===== src/design/fcsp_pkg.sv =====
// fcsp_pkg: constants, codes and result type for the four-channel servo pulse generator
// used by four_channel_servo_pwm; no dependencies
`default_nettype none

package fcsp_pkg;

  localparam int unsigned POS_W      = 11;
  localparam int unsigned CNT_W      = 11;
  localparam int unsigned CFG_IDX_W  = 4;
  localparam int unsigned NUM_CH     = 4;

  localparam logic [CNT_W:0] PERIOD_TOP = 12'd2000;

  localparam logic [POS_W-1:0] BASE_MIN_RST  = 11'd120;
  localparam logic [POS_W-1:0] BASE_MAX_RST  = 11'd180;
  localparam logic [POS_W-1:0] LIFT_MIN_RST  = 11'd120;
  localparam logic [POS_W-1:0] LIFT_MAX_RST  = 11'd250;
  localparam logic [POS_W-1:0] REACH_MIN_RST = 11'd120;
  localparam logic [POS_W-1:0] REACH_MAX_RST = 11'd250;
  localparam logic [POS_W-1:0] GRIP_MIN_RST  = 11'd100;
  localparam logic [POS_W-1:0] GRIP_MAX_RST  = 11'd250;

  localparam logic [POS_W-1:0] BASE_POS_RST  = 11'd150;
  localparam logic [POS_W-1:0] LIFT_POS_RST  = 11'd200;
  localparam logic [POS_W-1:0] REACH_POS_RST = 11'd180;
  localparam logic [POS_W-1:0] GRIP_POS_RST  = 11'd150;

  typedef enum logic [2:0] {
    OP_TICK       = 3'd0,
    OP_SET_BASE   = 3'd1,
    OP_LIFT_UP    = 3'd2,
    OP_LIFT_DOWN  = 3'd3,
    OP_REACH_OUT  = 3'd4,
    OP_REACH_IN   = 3'd5,
    OP_GRIP_CLOSE = 3'd6,
    OP_GRIP_OPEN  = 3'd7
  } opcode_t;

  typedef enum logic [CFG_IDX_W-1:0] {
    REG_BASE_MIN  = 4'd0,
    REG_BASE_MAX  = 4'd1,
    REG_LIFT_MIN  = 4'd2,
    REG_LIFT_MAX  = 4'd3,
    REG_REACH_MIN = 4'd4,
    REG_REACH_MAX = 4'd5,
    REG_GRIP_MIN  = 4'd6,
    REG_GRIP_MAX  = 4'd7
  } cfg_reg_t;

  // pin bit order: base, lift, grip, reach
  typedef struct packed {
    logic [NUM_CH-1:0] pins;
    logic [POS_W-1:0]  base_width;
    logic [POS_W-1:0]  lift_width;
    logic [POS_W-1:0]  reach_width;
    logic [POS_W-1:0]  grip_width;
  } result_t;

endpackage

`default_nettype wire


===== src/design/four_channel_servo_pwm.sv =====
// four_channel_servo_pwm: four-channel servo pulse generator with clamped positions
// depends on fcsp_pkg
//
// usage:
//   input beats (opcode, amount) arrive on in_valid / in_stall; a tick opcode advances
//   the period counter (1..2000 then 0) and samples all four pin levels, the other
//   opcodes set or step one channel position, clamped to that channel's limits
//   output beats carry the four pin levels and the four positions after the step,
//   exactly one output beat for each input beat, in order
//   limits are written on cfg_write / cfg_index / cfg_data; the user keeps this to times
//   when no beat is in flight, the block does not enforce it; an index beyond 7 is ignored
//   and a limit write does not re-clamp a position; throughput: one beat per cycle while
//   out_stall is low, set by the single compute stage feeding the output register
//   when out_stall is high the output register holds and one more beat lands in a
//   skid register; in_stall then rises until the receiver drains it
//   reset (rst, synchronous): limits and positions go to their defaults, counter to
//   zero, internal pin levels high, both output registers empty
`default_nettype none

module four_channel_servo_pwm
  import fcsp_pkg::*;
(
  input  wire logic                 clk,
  input  wire logic                 rst,
  input  wire logic                 in_valid,
  output      logic                 in_stall,
  input  wire logic [2:0]           opcode,
  input  wire logic [POS_W-1:0]     amount,
  output      logic                 out_valid,
  input  wire logic                 out_stall,
  output      logic                 base_pin,
  output      logic                 lift_pin,
  output      logic                 grip_pin,
  output      logic                 reach_pin,
  output      logic [POS_W-1:0]     base_width,
  output      logic [POS_W-1:0]     lift_width,
  output      logic [POS_W-1:0]     reach_width,
  output      logic [POS_W-1:0]     grip_width,
  input  wire logic                 cfg_write,
  input  wire logic [CFG_IDX_W-1:0] cfg_index,
  input  wire logic [POS_W-1:0]     cfg_data
);

  logic [POS_W-1:0] base_min, base_max, lift_min, lift_max;
  logic [POS_W-1:0] reach_min, reach_max, grip_min, grip_max;
  logic [CNT_W-1:0] period_count, period_count_next;
  logic [POS_W-1:0] base_pos, lift_pos, reach_pos, grip_pos;
  logic [POS_W-1:0] base_pos_next, lift_pos_next, reach_pos_next, grip_pos_next;
  logic [NUM_CH-1:0] pin_levels, pin_levels_next;

  result_t out_data, skid_data, result;
  logic    skid_valid;
  logic    in_accept, out_accept, load_out;

  function automatic logic [POS_W-1:0] clamp_high_first(
    input logic [POS_W:0]   v,
    input logic [POS_W-1:0] lo,
    input logic [POS_W-1:0] hi
  );
    logic [POS_W-1:0] r;
    if (v > {1'b0, hi}) r = hi;
    else if (v < {1'b0, lo}) r = lo;
    else r = v[POS_W-1:0];
    return r;
  endfunction

  function automatic logic [POS_W-1:0] move_up(
    input logic [POS_W-1:0] pos,
    input logic [POS_W-1:0] step,
    input logic [POS_W-1:0] lo,
    input logic [POS_W-1:0] hi
  );
    return clamp_high_first({1'b0, pos} + {1'b0, step}, lo, hi);
  endfunction

  function automatic logic [POS_W-1:0] move_down(
    input logic [POS_W-1:0] pos,
    input logic [POS_W-1:0] step,
    input logic [POS_W-1:0] lo,
    input logic [POS_W-1:0] hi
  );
    logic [POS_W-1:0] v;
    v = (step > pos) ? '0 : pos - step;
    return clamp_high_first({1'b0, v}, lo, hi);
  endfunction

  assign in_stall   = skid_valid;
  assign in_accept  = in_valid && !in_stall;
  assign out_accept = out_valid && !out_stall;
  assign load_out   = !out_valid || out_accept;

  // per-beat compute
  always_comb begin
    logic [CNT_W:0] cnt_inc;
    cnt_inc           = {1'b0, period_count} + 1'b1;
    period_count_next = period_count;
    pin_levels_next   = pin_levels;
    base_pos_next     = base_pos;
    lift_pos_next     = lift_pos;
    reach_pos_next    = reach_pos;
    grip_pos_next     = grip_pos;
    unique case (opcode_t'(opcode))
      OP_TICK: begin
        period_count_next = (cnt_inc > PERIOD_TOP) ? '0 : cnt_inc[CNT_W-1:0];
        pin_levels_next[0] = period_count_next < base_pos;
        pin_levels_next[1] = period_count_next < lift_pos;
        pin_levels_next[2] = period_count_next < grip_pos;
        pin_levels_next[3] = period_count_next < reach_pos;
      end
      OP_SET_BASE: begin
        if (amount < base_min) base_pos_next = base_min;
        else if (amount > base_max) base_pos_next = base_max;
        else base_pos_next = amount;
      end
      OP_LIFT_UP:    lift_pos_next  = move_up(lift_pos, amount, lift_min, lift_max);
      OP_LIFT_DOWN:  lift_pos_next  = move_down(lift_pos, amount, lift_min, lift_max);
      OP_REACH_OUT:  reach_pos_next = move_up(reach_pos, amount, reach_min, reach_max);
      OP_REACH_IN:   reach_pos_next = move_down(reach_pos, amount, reach_min, reach_max);
      OP_GRIP_CLOSE: grip_pos_next  = move_down(grip_pos, amount, grip_min, grip_max);
      OP_GRIP_OPEN:  grip_pos_next  = move_up(grip_pos, amount, grip_min, grip_max);
      default: ;
    endcase
    result.pins        = pin_levels_next;
    result.base_width  = base_pos_next;
    result.lift_width  = lift_pos_next;
    result.reach_width = reach_pos_next;
    result.grip_width  = grip_pos_next;
  end

  // channel state
  always_ff @(posedge clk) begin
    if (rst) begin
      period_count <= '0;
      pin_levels   <= '1;
      base_pos     <= BASE_POS_RST;
      lift_pos     <= LIFT_POS_RST;
      reach_pos    <= REACH_POS_RST;
      grip_pos     <= GRIP_POS_RST;
    end else if (in_accept) begin
      period_count <= period_count_next;
      pin_levels   <= pin_levels_next;
      base_pos     <= base_pos_next;
      lift_pos     <= lift_pos_next;
      reach_pos    <= reach_pos_next;
      grip_pos     <= grip_pos_next;
    end
  end

  // limit registers
  always_ff @(posedge clk) begin
    if (rst) begin
      base_min  <= BASE_MIN_RST;
      base_max  <= BASE_MAX_RST;
      lift_min  <= LIFT_MIN_RST;
      lift_max  <= LIFT_MAX_RST;
      reach_min <= REACH_MIN_RST;
      reach_max <= REACH_MAX_RST;
      grip_min  <= GRIP_MIN_RST;
      grip_max  <= GRIP_MAX_RST;
    end else if (cfg_write) begin
      case (cfg_index)
        REG_BASE_MIN:  base_min  <= cfg_data;
        REG_BASE_MAX:  base_max  <= cfg_data;
        REG_LIFT_MIN:  lift_min  <= cfg_data;
        REG_LIFT_MAX:  lift_max  <= cfg_data;
        REG_REACH_MIN: reach_min <= cfg_data;
        REG_REACH_MAX: reach_max <= cfg_data;
        REG_GRIP_MIN:  grip_min  <= cfg_data;
        REG_GRIP_MAX:  grip_max  <= cfg_data;
        default: ;
      endcase
    end
  end

  // output register and skid stage
  always_ff @(posedge clk) begin
    if (rst) begin
      out_valid  <= 1'b0;
      skid_valid <= 1'b0;
    end else begin
      if (load_out) begin
        if (skid_valid) begin
          out_valid  <= 1'b1;
          skid_valid <= 1'b0;
        end else begin
          out_valid <= in_accept;
        end
      end else if (in_accept) begin
        skid_valid <= 1'b1;
      end
    end
  end

  always_ff @(posedge clk) begin
    if (load_out) begin
      out_data <= skid_valid ? skid_data : result;
    end
    if (in_accept && !load_out) begin
      skid_data <= result;
    end
  end

  assign base_pin    = out_data.pins[0];
  assign lift_pin    = out_data.pins[1];
  assign grip_pin    = out_data.pins[2];
  assign reach_pin   = out_data.pins[3];
  assign base_width  = out_data.base_width;
  assign lift_width  = out_data.lift_width;
  assign reach_width = out_data.reach_width;
  assign grip_width  = out_data.grip_width;

  a_skid_behind_out: assert property (@(posedge clk) disable iff (rst)
    skid_valid |-> out_valid)
    else $error("skid holds a beat while output register is empty");

  a_count_in_range: assert property (@(posedge clk) disable iff (rst)
    {1'b0, period_count} <= PERIOD_TOP)
    else $error("period counter beyond top");

  a_tick_moves_count: assert property (@(posedge clk) disable iff (rst)
    in_accept && (opcode == OP_TICK) |=> period_count != $past(period_count))
    else $error("tick did not advance period counter");

  a_pins_hold: assert property (@(posedge clk) disable iff (rst)
    in_accept && (opcode != OP_TICK) |=> pin_levels == $past(pin_levels))
    else $error("pin levels changed on a move beat");

  a_beat_lands: assert property (@(posedge clk) disable iff (rst)
    in_accept |=> out_valid)
    else $error("accepted beat not held in output stage");

endmodule

`default_nettype wire

===== config.mk =====
export PLATFORM = sky130hd
export DESIGN_NAME = four_channel_servo_pwm
export DESIGN_NICKNAME = d
export VERILOG_FILES = /design/src/design/fcsp_pkg.sv /design/src/design/four_channel_servo_pwm.sv
export SDC_FILE = /design/constraint.sdc
export NUM_CORES = 1
export LEC_CHECK = 0
export BUFFER_PORTS_ARGS = -buffer_cell sky130_fd_sc_hd__clkbuf_2
export CORE_ASPECT_RATIO = 1.75
export CORE_MARGIN = 3
export CORE_UTILIZATION = 36
export DETAILED_ROUTE_END_ITERATION = 16
export HOLD_SLACK_MARGIN = 0.02
export PLACE_DENSITY = 0.53
export SETUP_SLACK_MARGIN = 0.15
export SLEW_MARGIN = 20
export SYNTH_ARGS = -nofsm -noshare
export SYNTH_HDL_FRONTEND = slang
export SYNTH_SLANG_ARGS = --single-unit

===== constraint.sdc =====
create_clock -name clk -period 13.95 [get_ports clk]
set_input_delay 2.0925 -clock clk [delete_from_list [all_inputs] [get_ports clk]]
set_output_delay 2.0925 -clock clk [all_outputs]
set_load 0.03 [all_outputs]

=== Word-level counts from Yosys, hierarchy flattened ===
Index checks and enable logic that the tools add are counted.

* Register bits: 245
* Word-level logic and storage cells: 114
* Bits of input ports: 34

* Multiplexer cells: 25
* Magnitude comparators: 22
* Add/sub/neg operators: 7
* Equality and inequality tests: 14
* Reduce and logical (&&, ||, !) cells: 20

{| class="wikitable"
|+ Operators by type and width
! cell !! number
|-
| two-way mux 11 bit || 19
|-
| less-than comparator 11 bit || 8
|-
| greater-than comparator 11 bit || 7
|-
| one-hot mux 11 bit (2 select lines) || 3
|-
| two-way mux 48 bit || 1
|-
| adder 11 x 11 -> 12 bit || 3
|-
| greater-than comparator 12 x 11 -> 1 bit || 3
|-
| less-than comparator 12 x 11 -> 1 bit || 3
|-
| subtractor 11 bit || 3
|-
| AND reduction 2 bit || 9
|-
| == test 4 x 3 -> 1 bit, second input constant || 4
|-
| adder 11 x 1 -> 12 bit, second input constant || 1
|-
| == test 3 bit, second input constant || 4
|-
| greater-than comparator 12 x 11 -> 1 bit, second input constant || 1
|-
| == test 4 x 2 -> 1 bit, second input constant || 2
|-
| == test 3 x 2 -> 1 bit, second input constant || 2
|-
| == test 4 x 1 -> 1 bit, second input constant || 1
|-
| logical NOT 1 bit || 4
|-
| logical NOT 4 bit || 1
|-
| two-way mux 4 bit || 1
|-
| == test 3 x 1 -> 1 bit, second input constant || 1
|-
| logical AND 1 bit || 3
|-
| logical NOT 3 bit || 1
|-
| OR reduction 2 bit || 1
|-
| 2 further kinds || 2
|}

=== Logic depth before layout (Yosys ltp) ===
* Depth in word-level cells: 7
* Depth in mapped cells: 20
* Mapped depth without buffers: 19

=== Least setup slack after synthesis ===
Ideal clock, no wire load.

* Kind: input port to flip-flop
* Start point: in amount[1]
* End point: reg out_data, in the netlist lift_width[2], data pin
* Setup time: 0.260 ns
* Setup slack: 7.740 ns
* Arrival: 5.949 ns
* Stages: 16
* Cells stage by stage: inv_1 > fa_1 > a21o_1 > a31oi_1 > a21oi_1 > o41ai_1 > mux2_2 > ha_1 > nand4_1 > nor4_1 > and2_1 > a221oi_1 > nand3_1 > a21oi_1 > or4b_4 > mux2_4

* Word-level cells in the longest chain between the ends: 7
* Elaborated cells on any way between the ends: 14
* Classes of those cells: add/sub: 2; order compare: 5; mux: 7

{| class="wikitable"
|+ Ends and longest elaborated chain
! item !! line !! source
|-
| start, declared || four_channel_servo_pwm.sv:28 || <nowiki>input wire logic [POS_W-1:0] amount,</nowiki>
|-
| subtractor 11 bit or greater-than comparator 11 bit (tied branches) || four_channel_servo_pwm.sv:83 || <nowiki>v = (step > pos) ? '0 : pos - step;</nowiki>
|-
| two-way mux 11 bit || four_channel_servo_pwm.sv:83 ||
|-
| less-than comparator 11 bit || four_channel_servo_pwm.sv:62 || <nowiki>else if (v < {1'b0, lo}) r = lo;</nowiki>
|-
| two-way mux 11 bit || four_channel_servo_pwm.sv:62 ||
|-
| two-way mux 11 bit || four_channel_servo_pwm.sv:61 || <nowiki>if (v > {1'b0, hi}) r = hi;</nowiki>
|-
| one-hot mux 11 bit (2 select lines) (*) || four_channel_servo_pwm.sv:102 || <nowiki>unique case (opcode_t'(opcode))</nowiki>
|-
| named net lift_pos_next[2] || four_channel_servo_pwm.sv:48 || <nowiki>logic [POS_W-1:0] base_pos_next, lift_pos_next, reach_pos_next, grip_pos_next;</nowiki>
|-
| two-way mux 48 bit (*) || four_channel_servo_pwm.sv:196 || <nowiki>out_data <= skid_valid ? skid_data : result;</nowiki>
|-
| end signal, assigned || four_channel_servo_pwm.sv:196 ||
|-
| end, declared || four_channel_servo_pwm.sv:51 || <nowiki>result_t out_data, skid_data, result;</nowiki>
|}

The timed path passes the listed nets; every way through them passes the cells marked *.
A chain may end at the register's enable or synchronous reset.

=== Worst setup path after layout ===
* Start point: in amount[10]
* End point: reg out_data, in the netlist reach_width[9], data pin

* Word-level cells in the longest chain between the ends: 7
* Elaborated cells on any way between the ends: 14
* Classes of those cells: add/sub: 2; order compare: 5; mux: 7

{| class="wikitable"
|+ Ends and longest elaborated chain
! item !! line
|-
| subtractor 11 bit or greater-than comparator 11 bit (tied branches) || four_channel_servo_pwm.sv:83
|-
| two-way mux 11 bit || four_channel_servo_pwm.sv:83
|-
| less-than comparator 11 bit || four_channel_servo_pwm.sv:62
|-
| two-way mux 11 bit || four_channel_servo_pwm.sv:62
|-
| two-way mux 11 bit || four_channel_servo_pwm.sv:61
|-
| one-hot mux 11 bit (2 select lines) (*) || four_channel_servo_pwm.sv:102
|-
| named net reach_pos_next[9] || four_channel_servo_pwm.sv:48
|-
| two-way mux 48 bit (*) || four_channel_servo_pwm.sv:196
|}

Marked as above.

==> metrics.cfg <==
[grt]
antenna_violations_before_repair = 0
grt_remaining_overflow = 0
grt_util_all_layers_pct = 27.9
grt_start_max_net_pins = 77
via_count_of_the_first_global_routing_pass = 18043
grt_first_pass_wirelength_um = 120000

[finish]
n_antenna_cell = 0
syn2layout_area_growth_pct = 9.77
layout.nets = 2599
mostFrequentLayoutCell = sky130_fd_sc_hd__ha_1
final_design_instance_area_without_fill_um2 = 21600
post-route-util_pct = 40.2
drive_above_1_share_pct = 10.2
final_cell_mix = sky130_fd_sc_hd__ha_1, sky130_fd_sc_hd__nor2_1, sky130_fd_sc_hd__inv_1
layout.filler_cells = 5527

[clocking]
maximum_root_to_sink_buffer_count = 3
gates_resized_cts_repair = 0
post_cts.repair.setup_buffers = 0
cts_hold_buffers = 0
root_buffer = sky130_fd_sc_hd__clkbuf_16
clock_sink_count = 245
tritoncts = done
htreeDepth = 1
clock_transition_at_the_registers_of_the_reported_paths_ns = 0.06
clock_insertion_delay_worst_skew_ns = 0.58
total_clock_buffers_created_by_cts = 25

[sta]
finalSetupTns_ns = 0
fmax_mhz = 136
setup_viol = 0
layout_setup_ws_ns = 6.60
timing.final.crit_share_pct = 52.7
actual_slew_at_the_worst_max_slew_pin_ns = 1.04
slew_violations = 0
fin_worst_skew_ns = 0.0126
final_hold_viol_count = 0
max_slew_margin_pct = 30.0
finalCriticalPeriod_ns = 7.35
rsz_0062_raised_after_global_routing = no

[status]
result_of_the_run = complete, no violations

[synthesis]
post_synthesis_net_count = 2570
postSynthAreaPerCell_um2 = 8.64
synth_cell_area_um2 = 19700
synth.top_cells.by_area = sky130_fd_sc_hd__ha_1, sky130_fd_sc_hd__dfxtp_1, sky130_fd_sc_hd__edfxtp_1
synth_edf_count = 96
syn_inst = 2276
synth_cell_types = 100
synth_top_area_share_pct = 16.2
synthArstFlopShare_pct = 0
synth.yosys.seq_area_share_pct = 29.8
dominantRegCellSynth = sky130_fd_sc_hd__dfxtp_1
synth_largest_area_cell = sky130_fd_sc_hd__ha_1
ys_seq_elements = 245
yosys_warnings = 0

[power]
power_density_over_the_cells_nw_per_um2 = 112
fin_total_pwr_mw = 2.42
vdd_drop_max_v = 0.0000855
power.leakage_nw = 9.29

[hold_path]
worstHoldPathType = reg2reg
worst_hold_startpoint = base_max[4]
min_path_cells = 1
min_to = base_max[4]

[route]
drt_first_pass_iters = 5
wl_per_cell_um = 27.5
routed_via_count = 18026
post_drt_via_cell_ratio = 5.99
remaining_drc_errors = 0
number_of_nets_still_failing_antenna_checks_after_routing = 0
finalWirelength_um = 82600
detailedRoute.firstIterationViolations = 1315

[die]
dieArea_um2 = 57600
die_w_um = 183
io-pin-count = 84
placeableCoreArea_um2 = 53700
floorplan.die.height_um = 315
rows = 112
start_util_pct = 36.6

[worst_setup_path]
critical_path.startpoint_type = primary input
worst_r2r_startpoint = reach_pos[10]
setup.worst_path.end_class = flop
r2r_end = reach_width[9]
cp-startpoint = amount[10]
timing.critical_path.fanout_max = 13
r2r_cells = 14
critPathArrivalTime_ns = 7.68
rrSetupSlack_ns = 8.15
worst_ep_required_time_ns = 14.28
worstSetupPathType = in2reg

[place]
placement.io_buffers = 83
detailed_place_hpwl_um = 64600
pre_cts_ws_ns = 6.16
finalWeightedCongestion = 1.01
dpl-instance-area_um2 = 20700

[run]
timing.max_cap.violations = 0

cells by family (layout without fill, tap and decap cells):
kind of cell / Yosys count / after routing / synth area share [%]
AO/OA/AOI/OAI: 662 / 662 / 23.9
XOR/XNOR: 45 / 45 / 2.00
adder cells (fa/ha/maj): 260 / 260 / 16.8
buffers and inverters: 291 / 339 / 5.84
flip-flops: 245 / 245 / 29.8
multiplexers: 88 / 88 / 4.77
AND/OR/NAND/NOR: 685 / 685 / 16.9
worst max path at each step:
stage                     end  slack, ns  cells past startpoint
6_report       reach_width[9]       6.60                     16
5_1_grt        reach_width[9]       6.46                     16
2_1_floorplan   lift_width[2]       7.74                     16
4_1_cts        reach_width[9]       6.75                     16
3_5_place_dp   reach_width[9]       6.16                     16
3_3_place_gp   reach_width[9]       6.21                     16
critical path, stage by stage:
cell                        delay (ns)
sky130_fd_sc_hd__clkbuf_2         0.33
sky130_fd_sc_hd__inv_1            0.18
sky130_fd_sc_hd__ha_1             0.55
sky130_fd_sc_hd__a21oi_1          0.37
sky130_fd_sc_hd__o31ai_1          0.17
sky130_fd_sc_hd__nor2_1           0.60
sky130_fd_sc_hd__a21boi_0         0.28
sky130_fd_sc_hd__a21o_1           0.29
sky130_fd_sc_hd__ha_1             0.32
sky130_fd_sc_hd__a21o_1           0.20
sky130_fd_sc_hd__a2111oi_0        0.60
sky130_fd_sc_hd__a211oi_1         0.19
sky130_fd_sc_hd__a211o_1          0.49
sky130_fd_sc_hd__a22o_1           0.26
sky130_fd_sc_hd__or3_1            0.41
sky130_fd_sc_hd__mux2_2           0.30
cell usage after synthesis, types with 22 or more instances:
library cell and n:
sky130_fd_sc_hd__a21o_1 49, sky130_fd_sc_hd__ha_1 254, sky130_fd_sc_hd__nand3_1 51, sky130_fd_sc_hd__o211ai_1 25
sky130_fd_sc_hd__nor2b_1 25, sky130_fd_sc_hd__nand2_1 159, sky130_fd_sc_hd__nor2_1 215, sky130_fd_sc_hd__o21a_1 36
sky130_fd_sc_hd__edfxtp_1 96, sky130_fd_sc_hd__dfxtp_1 149, sky130_fd_sc_hd__or3_1 22, sky130_fd_sc_hd__mux2i_1 48
sky130_fd_sc_hd__clkbuf_1 76, sky130_fd_sc_hd__nor3_1 54, sky130_fd_sc_hd__nand2b_1 33, sky130_fd_sc_hd__a211o_1 58
sky130_fd_sc_hd__xnor2_1 30, sky130_fd_sc_hd__o31ai_1 37, sky130_fd_sc_hd__nand4_1 33, sky130_fd_sc_hd__o21ai_0 72
sky130_fd_sc_hd__mux2_2 36, sky130_fd_sc_hd__a211oi_1 36, sky130_fd_sc_hd__a21oi_1 163, sky130_fd_sc_hd__inv_1 181
metal layers:
layer	routed length [um]	track usage, %
met1	30400	29.9
met2	42300	51.5
met3	3470	3.05
met4	6400	17.9
met5	0	0
state kept, by name, summed over array words and instances, names as in the netlist, 4 cells and up:
| signal | count |
|---|---|
| reach_pos | 11 |
| grip_min | 11 |
| base_max | 11 |
| base_width | 11 |
| lift_width | 11 |
| reach_min | 11 |
| lift_max | 11 |
| grip_pos | 11 |
| grip_max | 11 |
| base_min | 11 |
| pin_levels | 4 |
| reach_max | 11 |
| skid_data | 48 |
| lift_pos | 11 |
| period_count | 11 |
| base_pos | 11 |
| lift_min | 11 |
| reach_width | 11 |
| grip_width | 11 |
power by group:
part / switching [mW] / leakage [nW] / total (mW) / internal, mW
clock network: 0.316 / 0.414 / 0.728 / 0.412
logic: 0.573 / 6.73 / 0.863 / 0.290
registers: 0.0340 / 2.14 / 0.824 / 0.790
final cells by class:
cell class	count	area, um2	share of cell area [%]
clock buffer	34	699	3.24
sequential	245	5870	27.2
inverter	183	687	3.18
tap	684	856	3.97
clock inverter	12	168	0.777
multi-input combinational	1740	12700	58.8
timing repair buffer	110	621	2.88
through the flow:
step | hold WS, ns | instances
finish | 0.463 | 3008
detailed placement | 0.451 | 2962
global route | 0.501 | 3008
global placement | 0.444 | 2962
CTS | 0.466 | 3008
floorplan | 0.435 | 2276
No activity file was read; power rests on OpenSTA's default activity.
